## config.mk

```make
export PLATFORM = sky130hd
export DESIGN_NAME = dna_complement_pattern_match_top_flat
export DESIGN_NICKNAME = d
export VERILOG_FILES = /design/src/hdl/dcpm_pkg.sv /design/src/hdl/dcpm_in_if.sv /design/src/hdl/dcpm_out_if.sv /design/src/hdl/dna_complement_pattern_match_top.sv /design/src/hdl/dcpm_ctrl.sv /design/src/hdl/dcpm_datapath.sv /design/src/hdl/dcpm_ctrl_tb_free.sv /design/src/flat_wrapper.sv
export SDC_FILE = /design/constraint.sdc
export NUM_CORES = 1
export LEC_CHECK = 0
export ABC_AREA = 0
export BUFFER_PORTS_ARGS = -buffer_cell sky130_fd_sc_hd__buf_2
export CORE_MARGIN = 5
export CORE_UTILIZATION = 40
export CTS_CLUSTER_SIZE = 28
export DETAILED_ROUTE_END_ITERATION = 12
export PLACE_DENSITY = 0.69
export RECOVER_POWER = 100
export SLEW_MARGIN = 10
export SYNTH_ARGS = -nofsm -noshare
export SYNTH_HDL_FRONTEND = slang
export SYNTH_SLANG_ARGS = --single-unit
```

## constraint.sdc

```tcl
create_clock -name clk -period 5.2 [get_ports clk]
set_input_delay 1.04 -clock clk [delete_from_list [all_inputs] [get_ports clk]]
set_output_delay 1.04 -clock clk [all_outputs]
set_load 0.01 [all_outputs]
```

## src/hdl/dcpm_pkg.sv

```systemverilog
// dcpm_pkg: shared types and constants for the DNA complement pattern matcher.
// Used by the interfaces, the controller, the datapath and the top level.
package dcpm_pkg;

	localparam int BYTE_W = 8;
	localparam int POS_W  = 16;

	localparam logic [BYTE_W-1:0] CH_A = 8'h41;
	localparam logic [BYTE_W-1:0] CH_T = 8'h54;
	localparam logic [BYTE_W-1:0] CH_C = 8'h43;
	localparam logic [BYTE_W-1:0] CH_G = 8'h47;
	localparam logic [BYTE_W-1:0] CH_X = 8'h58;

	localparam logic REQ_PROBE = 1'b0;
	localparam logic REQ_TEXT  = 1'b1;

	// controller -> datapath
	typedef struct packed {
		logic accept_probe;
		logic accept_text;
		logic eval;
	} dp_cmd_t;

	// datapath -> controller
	typedef struct packed {
		logic result;
	} dp_sts_t;

	function automatic logic [BYTE_W-1:0] complement_of(input logic [BYTE_W-1:0] b);
		logic [BYTE_W-1:0] r;
		unique case (b)
			CH_A:    r = CH_T;
			CH_T:    r = CH_A;
			CH_C:    r = CH_G;
			CH_G:    r = CH_C;
			default: r = CH_X;
		endcase
		return r;
	endfunction

endpackage

```

## src/hdl/dcpm_in_if.sv

```systemverilog
// dcpm_in_if: request channel (probe or text byte) with valid/ready handshake.
// Depends on dcpm_pkg for field widths.
interface dcpm_in_if;
	logic                            valid;
	logic                            ready;
	logic                            req_type;
	logic [dcpm_pkg::BYTE_W-1:0]     base_byte;
	logic                            is_last;

	modport source (output valid, req_type, base_byte, is_last, input ready);
	modport sink   (input valid, req_type, base_byte, is_last, output ready);
endinterface

```

## src/hdl/dcpm_out_if.sv

```systemverilog
// dcpm_out_if: result channel (match position or no-match) with valid/ready handshake.
// Depends on dcpm_pkg for field widths.
interface dcpm_out_if;
	logic                            valid;
	logic                            ready;
	logic [dcpm_pkg::POS_W-1:0]      match_position;
	logic                            match_found;
	logic                            no_match;

	modport source (output valid, match_position, match_found, no_match, input ready);
	modport sink   (input valid, match_position, match_found, no_match, output ready);
endinterface

```

## src/hdl/dna_complement_pattern_match_top.sv

```systemverilog
// dna_complement_pattern_match_top: probe complement search over a text stream.
// Probe beats shift the probe line; text beats shift the window, then the eval state
// compares all MAX_PROBE lanes in parallel and a result, if any, is registered.
// A new beat is not accepted during the controller's eval step.
// Async active-low reset clears probe length, text index, flags and search_start.
module dna_complement_pattern_match_top #(
	parameter int MAX_PROBE = 16,
	parameter int MAX_TEXT  = 65536
) (
	input  logic                        clk,
	input  logic                        arst_n,
	dcpm_in_if.sink                     req,
	dcpm_out_if.source                  rsp,
	input  logic                        cfg_wr_en,
	input  logic [dcpm_pkg::POS_W-1:0]  cfg_wr_data
);

	dcpm_pkg::dp_cmd_t           cmd;
	dcpm_pkg::dp_sts_t           sts;
	logic                        rsp_valid;
	logic [dcpm_pkg::POS_W-1:0]  dp_pos;
	logic                        dp_found;
	logic                        dp_nomatch;

	dcpm_ctrl u_ctrl (
		.clk       (clk),
		.arst_n    (arst_n),
		.req_valid (req.valid),
		.req_type  (req.req_type),
		.req_ready (req.ready),
		.rsp_valid (rsp_valid),
		.rsp_ready (rsp.ready),
		.cmd       (cmd),
		.sts       (sts)
	);

	dcpm_datapath #(
		.MAX_PROBE (MAX_PROBE),
		.MAX_TEXT  (MAX_TEXT)
	) u_dp (
		.clk            (clk),
		.arst_n         (arst_n),
		.cmd            (cmd),
		.sts            (sts),
		.base_byte      (req.base_byte),
		.is_last        (req.is_last),
		.cfg_wr_en      (cfg_wr_en),
		.cfg_wr_data    (cfg_wr_data),
		.match_position (dp_pos),
		.match_found    (dp_found),
		.no_match       (dp_nomatch)
	);

	dcpm_rsp_drive u_rsp (
		.rsp_valid_i (rsp_valid),
		.pos_i       (dp_pos),
		.found_i     (dp_found),
		.nomatch_i   (dp_nomatch),
		.pos_o       (rsp.match_position),
		.found_o     (rsp.match_found),
		.nomatch_o   (rsp.no_match)
	);

	assign rsp.valid = rsp_valid;

	a_one_kind: assert property (@(posedge clk) disable iff (!arst_n)
		rsp.valid |-> (rsp.match_found ^ rsp.no_match))
		else $error("result beat is neither exactly a match nor a no-match");

	a_text_evals: assert property (@(posedge clk) disable iff (!arst_n)
		cmd.accept_text |=> cmd.eval)
		else $error("text beat not followed by an eval cycle");

	a_no_accept_in_eval: assert property (@(posedge clk) disable iff (!arst_n)
		cmd.eval |-> !req.ready)
		else $error("request accepted during eval");

	a_nomatch_pos_zero: assert property (@(posedge clk) disable iff (!arst_n)
		(rsp.valid && rsp.no_match) |-> (rsp.match_position == '0))
		else $error("no-match beat carries a nonzero position");

endmodule

```

## src/hdl/dcpm_ctrl.sv

```systemverilog
// dcpm_ctrl: handshake controller; issues accept/eval commands to the datapath
// and owns the result valid flag. Depends on dcpm_pkg.
module dcpm_ctrl (
	input  logic               clk,
	input  logic               arst_n,
	input  logic               req_valid,
	input  logic               req_type,
	output logic               req_ready,
	output logic               rsp_valid,
	input  logic               rsp_ready,
	output dcpm_pkg::dp_cmd_t  cmd,
	input  dcpm_pkg::dp_sts_t  sts
);

	typedef enum logic {
		ST_IDLE,
		ST_EVAL
	} state_t;

	state_t state_q;
	logic   out_valid_q;
	logic   fire;

	// result register must be empty, or drained this cycle, before a new beat
	assign req_ready = (state_q == ST_IDLE) && (!out_valid_q || rsp_ready);
	assign fire      = req_valid && req_ready;
	assign rsp_valid = out_valid_q;

	always_comb begin
		cmd.accept_probe = fire && (req_type == dcpm_pkg::REQ_PROBE);
		cmd.accept_text  = fire && (req_type == dcpm_pkg::REQ_TEXT);
		cmd.eval         = (state_q == ST_EVAL);
	end

	always_ff @(posedge clk or negedge arst_n) begin
		if (!arst_n) begin
			state_q     <= ST_IDLE;
			out_valid_q <= 1'b0;
		end else begin
			unique case (state_q)
				ST_IDLE: begin
					if (out_valid_q && rsp_ready) begin
						out_valid_q <= 1'b0;
					end
					if (cmd.accept_text) begin
						state_q <= ST_EVAL;
					end
				end
				ST_EVAL: begin
					if (sts.result) begin
						out_valid_q <= 1'b1;
					end
					state_q <= ST_IDLE;
				end
				default: state_q <= ST_IDLE;
			endcase
		end
	end

endmodule

```

## src/hdl/dcpm_datapath.sv

```systemverilog
// dcpm_datapath: probe complement shift line, text window, index tracking,
// parallel window compare and result register. Depends on dcpm_pkg.
module dcpm_datapath #(
	parameter int MAX_PROBE = 16,
	parameter int MAX_TEXT  = 65536
) (
	input  logic                          clk,
	input  logic                          arst_n,
	input  dcpm_pkg::dp_cmd_t             cmd,
	output dcpm_pkg::dp_sts_t             sts,
	input  logic [dcpm_pkg::BYTE_W-1:0]   base_byte,
	input  logic                          is_last,
	input  logic                          cfg_wr_en,
	input  logic [dcpm_pkg::POS_W-1:0]    cfg_wr_data,
	output logic [dcpm_pkg::POS_W-1:0]    match_position,
	output logic                          match_found,
	output logic                          no_match
);

	localparam int LW = $clog2(MAX_PROBE + 1);
	localparam int IW = $clog2(MAX_TEXT + 1);
	localparam int WW = ((IW > dcpm_pkg::POS_W) ? IW : dcpm_pkg::POS_W) + 1;
	localparam logic [LW-1:0] LEN_MAX = LW'(MAX_PROBE);
	localparam logic [IW-1:0] IDX_MAX = IW'(MAX_TEXT);

	// probe kept as a shift line: probe_q[k] holds complement byte len-1-k,
	// which lines up lane by lane with the text window
	logic [dcpm_pkg::BYTE_W-1:0] probe_q [MAX_PROBE];
	logic [dcpm_pkg::BYTE_W-1:0] win_q   [MAX_PROBE];
	logic [LW-1:0]               plen_q;
	logic                        pdone_q;
	logic [IW-1:0]               tidx_q;
	logic                        any_q;
	logic                        ended_q;
	logic [dcpm_pkg::POS_W-1:0]  start_q;

	logic [IW-1:0]               idx_s1;
	logic                        inr_s1;
	logic                        last_s1;

	logic [dcpm_pkg::POS_W-1:0]  pos_q;
	logic                        found_q;
	logic                        nomatch_q;

	logic [LW-1:0]               plen_base;
	logic [IW-1:0]               idx_eff;
	logic [MAX_PROBE-1:0]        lane_ok;
	logic [WW-1:0]               idx_w;
	logic [WW-1:0]               len_w;
	logic [WW-1:0]               pos_w;
	logic                        reach;
	logic                        hit;
	logic                        nomatch;

	assign plen_base = pdone_q ? '0 : plen_q;
	assign idx_eff   = ended_q ? '0 : tidx_q;

	always_comb begin
		for (int k = 0; k < MAX_PROBE; k++) begin
			lane_ok[k] = (LW'(k) >= plen_q) || (win_q[k] == probe_q[k]);
		end
	end

	assign idx_w = WW'(idx_s1);
	assign len_w = WW'(plen_q);
	assign pos_w = (plen_q == '0) ? idx_w : (idx_w + WW'(1) - len_w);
	assign reach = (idx_w + WW'(1)) >= len_w;
	assign hit   = inr_s1 && ((plen_q == '0) || (reach && (&lane_ok)))
		&& (pos_w >= WW'(start_q));
	assign nomatch = !hit && last_s1 && !any_q;

	assign sts.result = hit || nomatch;

	// control state
	always_ff @(posedge clk or negedge arst_n) begin
		if (!arst_n) begin
			plen_q  <= '0;
			pdone_q <= 1'b0;
			tidx_q  <= '0;
			any_q   <= 1'b0;
			ended_q <= 1'b0;
			start_q <= '0;
		end else begin
			if (cfg_wr_en) begin
				start_q <= cfg_wr_data;
			end
			if (cmd.accept_probe) begin
				tidx_q  <= '0;
				any_q   <= 1'b0;
				ended_q <= 1'b0;
				pdone_q <= is_last;
				plen_q  <= (plen_base < LEN_MAX) ? plen_base + LW'(1) : plen_base;
			end else if (cmd.accept_text) begin
				if (ended_q) begin
					any_q <= 1'b0;
				end
				ended_q <= is_last;
				tidx_q  <= (idx_eff < IDX_MAX) ? idx_eff + IW'(1) : idx_eff;
			end else if (cmd.eval && hit) begin
				any_q <= 1'b1;
			end
		end
	end

	// payload: shift lines, evaluation stage, result register
	always_ff @(posedge clk) begin
		if (cmd.accept_probe && (plen_base < LEN_MAX)) begin
			probe_q[0] <= dcpm_pkg::complement_of(base_byte);
			for (int k = 1; k < MAX_PROBE; k++) begin
				probe_q[k] <= probe_q[k-1];
			end
		end
		if (cmd.accept_text) begin
			win_q[0] <= base_byte;
			for (int k = 1; k < MAX_PROBE; k++) begin
				win_q[k] <= win_q[k-1];
			end
			idx_s1  <= idx_eff;
			inr_s1  <= (idx_eff < IDX_MAX);
			last_s1 <= is_last;
		end
		if (cmd.eval && sts.result) begin
			pos_q     <= hit ? pos_w[dcpm_pkg::POS_W-1:0] : '0;
			found_q   <= hit;
			nomatch_q <= nomatch;
		end
	end

	assign match_position = pos_q;
	assign match_found    = found_q;
	assign no_match       = nomatch_q;

endmodule

```

## src/hdl/dcpm_ctrl_tb_free.sv

```systemverilog
// dcpm_rsp_drive: result port drive; gates the result flags with the result valid.
// Depends on dcpm_pkg.
module dcpm_rsp_drive (
	input  logic                          rsp_valid_i,
	input  logic [dcpm_pkg::POS_W-1:0]    pos_i,
	input  logic                          found_i,
	input  logic                          nomatch_i,
	output logic [dcpm_pkg::POS_W-1:0]    pos_o,
	output logic                          found_o,
	output logic                          nomatch_o
);

	// flags read as zero while no beat is offered
	assign pos_o     = pos_i;
	assign found_o   = found_i && rsp_valid_i;
	assign nomatch_o = nomatch_i && rsp_valid_i;

endmodule
```

## src/flat_wrapper.sv

```systemverilog
// flat-port wrapper written by rule: the top's interface ports become plain ports
module dna_complement_pattern_match_top_flat 
#(
	parameter int MAX_PROBE = 16,
	parameter int MAX_TEXT  = 65536
)
  (clk, arst_n, cfg_wr_en, cfg_wr_data, req_valid, req_req_type, req_base_byte, req_is_last, req_ready, rsp_valid, rsp_match_position, rsp_match_found, rsp_no_match, rsp_ready);
  dcpm_in_if req_i ();
  dcpm_out_if rsp_i ();
  input  logic clk;
  input  logic arst_n;
  input  logic cfg_wr_en;
  input  logic [dcpm_pkg::POS_W-1:0] cfg_wr_data;
  input wire logic [$bits(req_i.valid)-1:0] req_valid;
  input wire logic [$bits(req_i.req_type)-1:0] req_req_type;
  input wire logic [$bits(req_i.base_byte)-1:0] req_base_byte;
  input wire logic [$bits(req_i.is_last)-1:0] req_is_last;
  output wire logic [$bits(req_i.ready)-1:0] req_ready;
  output wire logic [$bits(rsp_i.valid)-1:0] rsp_valid;
  output wire logic [$bits(rsp_i.match_position)-1:0] rsp_match_position;
  output wire logic [$bits(rsp_i.match_found)-1:0] rsp_match_found;
  output wire logic [$bits(rsp_i.no_match)-1:0] rsp_no_match;
  input wire logic [$bits(rsp_i.ready)-1:0] rsp_ready;
  assign req_i.valid = req_valid;
  assign req_i.req_type = req_req_type;
  assign req_i.base_byte = req_base_byte;
  assign req_i.is_last = req_is_last;
  assign req_ready = req_i.ready;
  assign rsp_valid = rsp_i.valid;
  assign rsp_match_position = rsp_i.match_position;
  assign rsp_match_found = rsp_i.match_found;
  assign rsp_no_match = rsp_i.no_match;
  assign rsp_i.ready = rsp_ready;
  dna_complement_pattern_match_top #(.MAX_PROBE(MAX_PROBE), .MAX_TEXT(MAX_TEXT)) u_core (.clk(clk), .arst_n(arst_n), .req(req_i), .rsp(rsp_i), .cfg_wr_en(cfg_wr_en), .cfg_wr_data(cfg_wr_data));
endmodule
```

==> results of run 1 <==
## cell usage after synthesis (2+ instances only)
| cell type | count | area (µm²) |
|---|---|---|
| a211oi_2 | 2 | 25.0 |
| a211oi_1 | 6 | 45.0 |
| o211ai_1 | 3 | 22.5 |
| a211o_1 | 2 | 17.5 |
| a41oi_1 | 2 | 17.5 |
| nand4_2 | 2 | 25.0 |
| nand2b_1 | 5 | 31.3 |
| o21ai_0 | 51 | 255 |
| nand4_1 | 21 | 131 |
| nor4_1 | 14 | 87.6 |
| nor2b_1 | 37 | 231 |
| mux2_2 | 4 | 45.0 |
| nand3_1 | 23 | 115 |
| a31oi_1 | 4 | 25.0 |
| buf_6 | 3 | 33.8 |
| ha_1 | 24 | 300 |
| a21oi_1 | 29 | 145 |
| nor4b_1 | 6 | 52.6 |
| o22ai_1 | 2 | 12.5 |
| and2_1 | 4 | 25.0 |
| a21o_1 | 8 | 60.1 |
| nor3_1 | 13 | 65.1 |
| o21a_1 | 3 | 22.5 |
| xor2_1 | 54 | 473 |
| edfxtp_1 | 245 | 7360 |
| nand2_1 | 72 | 270 |
| clkbuf_1 | 14 | 52.6 |
| a22o_1 | 8 | 70.1 |
| and3_1 | 10 | 62.6 |
| nor2_1 | 53 | 199 |
| dfrtp_1 | 43 | 1080 |
| o31ai_1 | 2 | 15.0 |
| a32o_1 | 3 | 30.0 |
| inv_1 | 35 | 131 |
| xnor2_1 | 56 | 490 |
| or3_1 | 2 | 12.5 |
| buf_2 | 5 | 25.0 |
## cell families after synthesis
| group | Yosys count |
|---|---|
| DFF | 288 |
| and+or+nand+nor | 271 |
| AOI/OAI and AO/OA | 141 |
| xor gates and xnor gates | 111 |
| buffers and inverters | 59 |
| adders and majority gates | 25 |
| muxes | 5 |
## registers in the layout, summed over array words and instances, names as in the netlist, 5 cells and up
signal and count:
u_core.u_dp.win_q 128, u_core.u_dp.match_position 16, u_core.u_dp.tidx_q 17, u_core.u_dp.start_q 16, u_core.u_dp.idx_s1 17, u_core.u_dp.probe_q 80
u_core.u_dp.plen_q 5
## power by group through the flow
| stage | Sequential, W | Combinational, W | Clock (W) |
|---|---|---|---|
| CTS | 0.00285 | 0.000909 | 0.00208 |
| global route | 0.00287 | 0.00102 | 0.00217 |
| finish | 0.00286 | 0.000903 | 0.00203 |
| global placement | 0.00289 | 0.000874 | 0 |
| detailed placement | 0.00290 | 0.000899 | 0 |
| floorplan | 0.00288 | 0.000651 | 0 |
## per-stage QoR
stage	power (W)	util	cell area (µm²)	instances	setup slack [ps]
finish	0.00579	0.460	14100	1395	328
global route	0.00606	0.460	14100	1395	23.0
detailed placement	0.00379	0.430	13200	1340	16.3
CTS	0.00584	0.461	14100	1391	121
global placement	0.00376	0.430	13200	1340	131
floorplan	0.00353	-	12400	900	41.3
## routing by layer
layer	up-vias	GRT usage	part of all wire
met4	0	0.0332	0.021
met1	3431	0.182	0.45
li1	3474	-	-
met2	213	0.201	0.47
met5	-	0	0
met3	37	0.0201	0.061
## worst max-delay path, delay by kind of cell (launching register included)
family | cells | cell delay [ps]
AOI/OAI and AO/OA | 10 | 1420
xor gates and xnor gates | 2 | 350
adders and majority gates | 3 | 870
buffers and inverters | 1 | 170
DFF | 1 | 390
and+or+nand+nor | 5 | 1400
## final timing paths
| kind | endpoint | slack, ps | depth (start not counted) |
|---|---|---|---|
| min | u_core.u_dp.win_q[1][54]$_DFFE_PP_ | 440 | 0 |
| min in group asynchronous | u_core.u_dp.start_q[14]$_DFFE_PN0P_ | 1250 | 1 |
| max reg2reg | u_core.u_dp.match_position[0]$_SDFFCE_PN0P_ | 330 | 21 |
| min reg2reg | u_core.u_dp.win_q[1][54]$_DFFE_PP_ | 440 | 0 |
| max | u_core.u_dp.match_position[0]$_SDFFCE_PN0P_ | 330 | 21 |
| max in group asynchronous | u_core.u_dp.plen_q[2]$_DFFE_PN0P_ | 2530 | 1 |
## placed cells by master, fill, tap and decap left out, types with 10 or more instances in the layout
cell	n
dfrtp_1	43
nand4_1	21
buf_4	13
xor2_1	54
xnor2_1	56
nor3_1	13
clkbuf_1	38
and3_1	10
edfxtp_1	245
nand3_1	23
a21oi_1	29
ha_1	23
nand2_1	72
buf_2	21
nor2_1	53
inv_1	34
clkbuf_16	29
nor2b_1	37
o21ai_0	51
nor4_1	13
## area by class of cell
cell class,instances,area share
Timing Repair Buffer,72,0.0264
Tap cell,396,0.0352
Sequential cell,288,0.600
Inverter,35,0.00961
Multi-Input combinational cell,553,0.262
Clock inverter,15,0.0109
Clock buffer,36,0.0556
## repair_timing
item,CTS,global route
gates resized for setup,1,6
buffers inserted,0,4
pin swaps,0,2
endpoints found under the hold margin,0,0
setup endpoints to repair,18,38
==> results.json, run 1 <==
{
  "outcome": "complete, but fails checks",
  "violations": "max-capacitance violations, max-slew violations",
  "p_clk_frac": 0.351,
  "drt-vias-per-instance": 5.13,
  "htree_num_levels": 1,
  "drive_gt1_frac": 0.100,
  "die-area_um2": 34500,
  "r2r-start": "u_core.u_dp.idx_s1[0]$_DFFE_PP_",
  "hold_buffers": 0,
  "wl_per_cell_um": 15.5,
  "worstSetupStartpoint": "u_core.u_dp.idx_s1[0]$_DFFE_PP_",
  "synth_cell_types": 67,
  "cts_buffer_depth": 3,
  "swShare": 0.257,
  "synth_async_sr_flop_share": 0.149,
  "slew_viol_final": 162,
  "min_path_type": "reg2reg",
  "syn_to_final_growth_pct": 13.7,
  "insertion_delay_ps": 540,
  "whs_ps": 437,
  "num-fill-cells": 2699,
  "antenna_found_initial": 0,
  "synth_area_um2": 12400,
  "seqCellArea_um2": 8430,
  "synth_compound_area_frac": 0.0751,
  "synth_nets": 956,
  "rsz0062_at_grt": "false",
  "synthXorXnorAreaFrac": 0.0792,
  "remaining_drc_errors": 0,
  "grt_max_degree": 89,
  "cts_tree": "done",
  "fin_worst_skew_ps": 16.9,
  "pwr-share-comb": 0.156,
  "grt_util_all_layers": 0.126,
  "vias": 7155,
  "period_share": 0.937,
  "ir_worst_vdd_v": 0.000251,
  "critical_path_arrival_ps": 5170,
  "min_period_ps": 4870,
  "setup_violations": 0,
  "pin_count": 51,
  "synth_warnings": 0,
  "synth-seq-cells": 288,
  "synth_top_family_by_area": "simple AND/OR/NAND/NOR gates",
  "synth_edf_count": 245,
  "cp-start-kind": "register",
  "power_density_nw_per_um2": 412,
  "hpwl_um": 14600,
  "die_w_um": 186,
  "routabilityCongestion": 0.941,
  "setup_tns_ps": 0,
  "grt_remaining_overflow": 0,
  "synthCells": 900,
  "synth_area_per_cell_um2": 13.7,
  "cp_cell_sequence": "ha_1, xor2_1, ha_1, nand2_1, o21bai_1, a21boi_0, or4b_1, or3_1, a21oi_1, xnor2_1, ha_1, a21o_1, a21o_1, a21oi_1, o21ai_0, a211o_1, nor4_2, o21ai_2, nand4_2, a21oi_1, buf_6",
  "p_int_w": 0.00430,
  "crit_path_top_delay_cell": "or4b_1",
  "crit_fanout": 18,
  "drtIter0Drc": 623,
  "wl_um": 21600,
  "final_net_count": 1034,
  "fmax_mhz": 205,
  "portBuffers": 50,
  "die_h_um": 186,
  "cp-end-kind": "register",
  "slowest_delay_ps": 530,
  "maxCapViolCount": 3,
  "multi_input_area_um2": 3690,
  "ant_nets": 0,
  "n_antenna_cell": 0,
  "synth-seq-area-share": 0.682,
  "grt_pass1_vias": 7108,
  "synthAdderAreaFrac": 0.0259,
  "p_leak_nw": 4.98,
  "p_seq_frac": 0.493,
  "root_buffer": "clkbuf_16",
  "synth_ff_type": "edfxtp_1",
  "cts.sinks": 288,
  "relSlewSlack": -0.646,
  "grt_pass1_wl_um": 35600,
  "report.final.hold_viol_count": 0,
  "clk_pin_slew_worst_paths_ps": 70,
  "path_class": "reg2reg",
  "core_um2": 30600,
  "worstMarginPinSlew_ps": 2470,
  "numCtsBuffers": 28,
  "row_count": 64,
  "min_from": "u_core.u_dp.win_q[1][46]$_DFFE_PP_",
  "synthSimpleGateAreaFrac": 0.113,
  "synthMuxAreaShare": 0.00445,
  "power.switching_w": 0.00149,
  "cp.required_ps": 5490,
  "drtPass1Iterations": 6,
  "start_util": 0.404
}
Power figures use the tool's default switching activity.
==> run 2: changes to the inputs <==
--- a/config.mk
+++ b/config.mk
@@ -11,9 +11,9 @@
 export CORE_UTILIZATION = 40
 export CTS_CLUSTER_SIZE = 28
 export DETAILED_ROUTE_END_ITERATION = 12
-export PLACE_DENSITY = 0.69
+export PLACE_DENSITY = 0.67
 export RECOVER_POWER = 100
-export SLEW_MARGIN = 10
+export SLEW_MARGIN = 30
 export SYNTH_ARGS = -nofsm -noshare
 export SYNTH_HDL_FRONTEND = slang
 export SYNTH_SLANG_ARGS = --single-unit
==> constraint.sdc (replaced) <==
create_clock -name clk -period 5 [get_ports clk]
set_input_delay 1 -clock clk [delete_from_list [all_inputs] [get_ports clk]]
set_output_delay 1 -clock clk [all_outputs]
set_load 0.01 [all_outputs]
==> results.json, run 2 (synthesized netlist as in run 1, its figures left out) <==
{
  "row_count": 64,
  "ir_worst_vdd_v": 0.000305,
  "wl_um": 21900,
  "clk_pin_slew_worst_paths_ps": 60,
  "period_share": 0.946,
  "min_period_ps": 4730,
  "top_regs": "u_core.u_dp.win_q (128), u_core.u_dp.probe_q (80)",
  "placed_area_um2": 13300,
  "largest_register_ff_count": 128,
  "die_h_um": 186,
  "pin_count": 51,
  "min_from": "u_core.u_dp.win_q[1][22]$_DFFE_PP_",
  "hold_buffers": 0,
  "htree_num_levels": 1,
  "layout_commonest_cell": "edfxtp_1",
  "min_path_type": "reg2reg",
  "met1_length_um": 10200,
  "critical_path_arrival_ps": 4970,
  "cts_buffer_depth": 3,
  "die-area_um2": 34500,
  "cp-start-kind": "register",
  "worstMarginPinSlew_ps": 2520,
  "path_class": "reg2reg",
  "violations": "max-capacitance violations, max-slew violations",
  "min_to": "u_core.u_dp.win_q[1][30]$_DFFE_PP_",
  "dp_cells": 1350,
  "cts_tree": "done",
  "regMostFlops": "u_core.u_dp.win_q",
  "relSlewSlack": -0.682,
  "cp_top_family": "compound AO/OA/AOI/OAI gates",
  "drtPass1Iterations": 7,
  "antenna_found_initial": 0,
  "setup_tns_ps": 0,
  "setup_violations": 0,
  "grt_max_degree": 45,
  "syn_to_final_growth_pct": 14.6,
  "ant_nets": 0,
  "grt_remaining_overflow": 0,
  "hpwl_um": 15200,
  "remaining_drc_errors": 0,
  "maxCapViolCount": 2,
  "fmax_mhz": 212,
  "portBuffers": 50,
  "report.final.hold_viol_count": 0,
  "fin_worst_skew_ps": 10.8,
  "power_density_nw_per_um2": 423,
  "grt_pass1_vias": 7180,
  "r2r-end": "u_core.u_dp.match_position[0]$_SDFFCE_PN0P_",
  "r2r-start": "u_core.u_dp.idx_s1[0]$_DFFE_PP_",
  "drive_gt1_frac": 0.116,
  "timing.critical_path.buf_inv": 2,
  "p_leak_nw": 5.03,
  "cp-end-kind": "register",
  "insertion_delay_ps": 540,
  "core_um2": 30600,
  "grt_util_all_layers": 0.128,
  "die_w_um": 186,
  "rrSetupSlack_ps": 270,
  "root_buffer": "clkbuf_16",
  "slew_viol_final": 89,
  "outcome": "complete, but fails checks",
  "route.met2.wl_um": 10300,
  "layout.cells.non_filler": 1408,
  "drtIter0Drc": 526,
  "layout_common_cells": "245 x edfxtp_1, 72 x nand2_1, 54 x xor2_1",
  "routabilityCongestion": 0.889,
  "n_antenna_cell": 0,
  "wl_met3_um": 1030,
  "vias": 7171,
  "grt_pass1_wl_um": 35900,
  "crit_path_top_delay_cell": "or4b_1",
  "holdPathStages": 0,
  "cp_cell_sequence": "ha_1, xor2_1, ha_1, nand2_1, o21bai_1, a21boi_0, or4b_1, buf_4, o211ai_1, o21ai_0, nand2_1, xnor2_2, ha_1, nand4_1, nor2_2, a21oi_1, o211ai_1, a211o_1, nor2_1, a21oi_2, nand4_4, a21oi_4, buf_12",
  "drt-vias-per-instance": 5.09,
  "numCtsBuffers": 30,
  "cts.sinks": 288,
  "cp.required_ps": 5240,
  "worstRegToRegCells": 23,
  "cp_common_cell": "ha_1",
  "crit_fanout": 18,
  "finalInstanceArea_um2": 14200,
  "slowest_delay_ps": 550,
  "highest-signal-layer": "met4",
  "start_util": 0.404,
  "final_net_count": 1044,
  "wl_per_cell_um": 15.6
}
==> run 2: area by class of cell <==
| type | count | area [µm²] |
|---|---|---|
| Fill cell | 2725 | 16400 |
| Timing Repair Buffer | 80 | 443 |
| Tap cell | 396 | 495 |
| Inverter | 35 | 133 |
| Clock inverter | 22 | 139 |
| Sequential cell | 288 | 8430 |
| Multi-Input combinational cell | 553 | 3750 |
| Clock buffer | 34 | 787 |
==> run 2: through the flow <==
stage	hold slack [ps]	setup slack, ps	total power [W]	util
finish	437	272	0.00601	0.464
global route	454	-27.9	0.00633	0.464
CTS	437	68.5	0.00607	0.465
detailed placement	427	30.3	0.00399	0.434
global placement	424	144	0.00397	0.434
floorplan	418	85.4	0.00367	-
==> run 2: worst max-delay path by stage <==
stage                                               start                                          end  cells past startpoint
after floorplan           u_core.u_dp.idx_s1[0]$_DFFE_PP_            u_core.u_dp.match_found$_DFFE_PP_                     22
after global placement    u_core.u_dp.idx_s1[0]$_DFFE_PP_  u_core.u_dp.match_position[1]$_SDFFCE_PN0P_                     22
after detailed placement  u_core.u_dp.idx_s1[0]$_DFFE_PP_  u_core.u_dp.match_position[1]$_SDFFCE_PN0P_                     22
after CTS                 u_core.u_dp.idx_s1[0]$_DFFE_PP_  u_core.u_dp.match_position[3]$_SDFFCE_PN0P_                     21
after global routing      u_core.u_dp.idx_s1[1]$_DFFE_PP_  u_core.u_dp.match_position[4]$_SDFFCE_PN0P_                     23
final                     u_core.u_dp.idx_s1[0]$_DFFE_PP_  u_core.u_dp.match_position[0]$_SDFFCE_PN0P_                     23
==> run 2: power by group <==
group | internal [W] | switching (W)
Clock | 0.00118 | 0.000876
Sequential | 0.00283 | 0.000133
Combinational | 0.000416 | 0.000570
==> run 2: per-layer routing <==
layer	vias to the layer above	global-route usage
li1	3495	-
met4	0	0.0274
met1	3496	0.183
met2	146	0.208
met3	34	0.0199
met5	-	0
==> run 2: repair_timing <==
item                                    4_1_cts  5_1_grt
endpoints found under the setup margin       18       38
buffers inserted                              1        1
gates resized for setup                       0       11
gates cloned                                  0        0
pin swaps                                     1        7
==> run 3: changes to the inputs <==
--- a/config.mk
+++ b/config.mk
@@ -5,7 +5,7 @@
 export SDC_FILE = /design/constraint.sdc
 export NUM_CORES = 1
 export LEC_CHECK = 0
-export ABC_AREA = 0
+export ABC_AREA = 1
 export BUFFER_PORTS_ARGS = -buffer_cell sky130_fd_sc_hd__buf_2
 export CORE_MARGIN = 5
 export CORE_UTILIZATION = 40
==> results.json, run 3 <==
{
  "outcome": "complete, but fails checks",
  "violations": "max-capacitance violations, max-slew violations",
  "maxCapViolCount": 3,
  "layout_commonest_cell": "edfxtp_1",
  "cts-resized-gates": 0,
  "dp_cells": 1615,
  "remaining_drc_errors": 0,
  "finalInstanceArea_um2": 14500,
  "pwr-share-comb": 0.171,
  "pin_count": 51,
  "routabilityCongestion": 0.853,
  "synth-seq-cells": 288,
  "p_leak_nw": 5.77,
  "critical_path_arrival_ps": 4600,
  "largest_register_ff_count": 128,
  "slowest_delay_ps": 490,
  "fmax_mhz": 225,
  "cp.required_ps": 5160,
  "wl_um": 23300,
  "insertion_delay_ps": 530,
  "seqCellArea_um2": 8430,
  "drtIter0Drc": 684,
  "synth-seq-area-share": 0.654,
  "die_h_um": 190,
  "netlist.top_cell.by_area": "edfxtp_1",
  "cp_top_family": "simple AND/OR/NAND/NOR gates",
  "drtPass1Iterations": 5,
  "layout_common_cells": "245 x edfxtp_1, 238 x nand2_1, 156 x inv_1",
  "synthCells": 1167,
  "cts_tree": "done",
  "htree_num_levels": 1,
  "cts_buffer_depth": 3,
  "core_um2": 31700,
  "synth_area_um2": 12900,
  "synth_edf_count": 245,
  "cts.sinks": 288,
  "period_share": 0.888,
  "die-area_um2": 35900,
  "cp-end-kind": "register",
  "grt_util_all_layers": 0.131,
  "min_path_type": "reg2reg",
  "drt-vias-per-instance": 4.76,
  "num-fill-cells": 2866,
  "grt_pass1_wl_um": 38800,
  "worstMarginPinSlew_ps": 2560,
  "final_net_count": 1300,
  "p_int_w": 0.00435,
  "timing.critical_path.buf_inv": 1,
  "drive_gt1_frac": 0.0893,
  "synth_top_area_frac": 0.570,
  "power.switching_w": 0.00161,
  "crit_fanout": 18,
  "start_util": 0.407,
  "die_w_um": 190,
  "ir_worst_vdd_v": 0.000262,
  "hold_buffers": 0,
  "placed_area_um2": 13700,
  "crit_path_top_delay_cell": "a21oi_4",
  "clk_pin_slew_worst_paths_ps": 60,
  "hpwl_um": 16800,
  "layout.cells.non_filler": 1668,
  "antenna_found_initial": 1,
  "report.final.hold_viol_count": 0,
  "p_seq_frac": 0.487,
  "regMostFlops": "u_core.u_dp.win_q",
  "synth_cell_types": 45,
  "swShare": 0.271,
  "cp-start-kind": "register",
  "post_cts.repair.setup_buffers": 0,
  "synth_area_leaders": "edfxtp_1 57%, dfrtp_1 8.3%, nand2_1 6.9%",
  "numCtsBuffers": 29,
  "synth_ff_type": "edfxtp_1",
  "setup_tns_ps": 0,
  "n_antenna_cell": 0,
  "power_w": 0.00596,
  "min_period_ps": 4440,
  "root_buffer": "clkbuf_16",
  "wl_per_cell_um": 14.0,
  "grt_remaining_overflow": 0,
  "whs_ps": 440,
  "setup_violations": 0,
  "portBuffers": 50,
  "top_regs": "u_core.u_dp.win_q (128), u_core.u_dp.probe_q (80)",
  "power_density_nw_per_um2": 411,
  "relSlewSlack": -0.707,
  "synth_warnings": 0,
  "synthTopCellsByCount": "245 x edfxtp_1, 238 x nand2_1, 155 x inv_1",
  "p_clk_frac": 0.341,
  "vias": 7944,
  "grt_max_degree": 90,
  "synth_nets": 1223,
  "syn_to_final_growth_pct": 12.4,
  "path_class": "reg2reg",
  "row_count": 65,
  "synth_async_sr_flop_share": 0.149,
  "grt_pass1_vias": 8112,
  "synth_area_per_cell_um2": 11.1,
  "cp_cell_sequence": "ha_1, xor2_1, ha_1, a21oi_1, o21ai_0, nand2_1, nand2_1, nor2_2, nand2_2, nor2_4, nor2_1, nor2_1, nand2_1, o21ai_0, inv_1, ha_1, nand2_1, nor2_1, a211oi_1, a21oi_1, nor2_1, nand4_2, nand2_4, a21oi_4",
  "rsz0062_at_grt": "false",
  "multi_input_area_um2": 3800,
  "ant_nets": 0,
  "fin_worst_skew_ps": 12.8,
  "synth.most_common_cell": "edfxtp_1",
  "slew_viol_final": 104
}
run 3: cell type report:
class                   instances  share of cell area
flip-flops and latches        288               0.582
multi-input cells             709               0.262
clock buffers                  47              0.0602
inverters                     159              0.0412
well taps                     402              0.0347
repair buffers                 57              0.0175
clock inverters                 6             0.00276
run 3: power by group through the flow:
stage	clock [W]	sequential, W	combinational, W
2_1_floorplan	0	0.00293	0.000780
3_3_place_gp	0	0.00294	0.00101
3_5_place_dp	0	0.00295	0.00104
4_1_cts	0.00209	0.00290	0.00104
5_1_grt	0.00219	0.00293	0.00118
6_report	0.00204	0.00291	0.00102
run 3: kinds of logic (layout without fill, tap and decap cells):
kind of cell | count (synthesis) | in the layout | share of synthesized area
simple gates | 501 | 501 | 0.172
xor+xnor | 73 | 73 | 0.0496
fa+ha+maj | 25 | 25 | 0.0248
compound gates | 108 | 108 | 0.0473
buf+inv | 170 | 269 | 0.0511
mux | 2 | 2 | 0.00175
flops | 288 | 288 | 0.654
run 3: worst paths after layout:
path / to / depth (start not counted) / start / slack (ps)
worst max-delay path: u_core.u_dp.match_position[1]$_SDFFCE_PN0P_ / 24 / u_core.u_dp.idx_s1[0]$_DFFE_PP_ / 560
worst min-delay path: u_core.u_dp.win_q[1][6]$_DFFE_PP_ / 0 / u_core.u_dp.win_q[0][62]$_DFFE_PP_ / 440
worst max register to register: u_core.u_dp.match_position[1]$_SDFFCE_PN0P_ / 24 / u_core.u_dp.idx_s1[0]$_DFFE_PP_ / 560
worst min register to register: u_core.u_dp.win_q[1][6]$_DFFE_PP_ / 0 / u_core.u_dp.win_q[0][62]$_DFFE_PP_ / 440
max in group asynchronous: u_core.u_dp.pdone_q$_DFFE_PN0P_ / 1 / arst_n / 2280
min in group asynchronous: u_core.u_dp.start_q[1]$_DFFE_PN0P_ / 1 / arst_n / 1270
run 3: per-stage QoR:
stage | setup WS [ps] | util
after global placement | 368 | 0.431
after detailed placement | 224 | 0.431
after global routing | 36.7 | 0.457
after CTS | 208 | 0.460
final | 559 | 0.457
after floorplan | -31.6 | -
run 3: worst reg2reg max path: cells and delay by family, from the launching register on:
kind / cells / cell delay (ps)
xor gates and xnor gates: 1 / 180
adders and majority gates: 3 / 970
and+or+nand+nor: 13 / 1230
DFF: 1 / 470
AOI/OAI and AO/OA: 6 / 1100
buffers and inverters: 1 / 80
run 3: layer usage:
metal,track usage,wire [µm],part of all wire
met1,0.177,10700,0.46
met3,0.0206,906,0.039
met2,0.227,11300,0.48
met4,0.0275,431,0.018
met5,0,13,0.00056
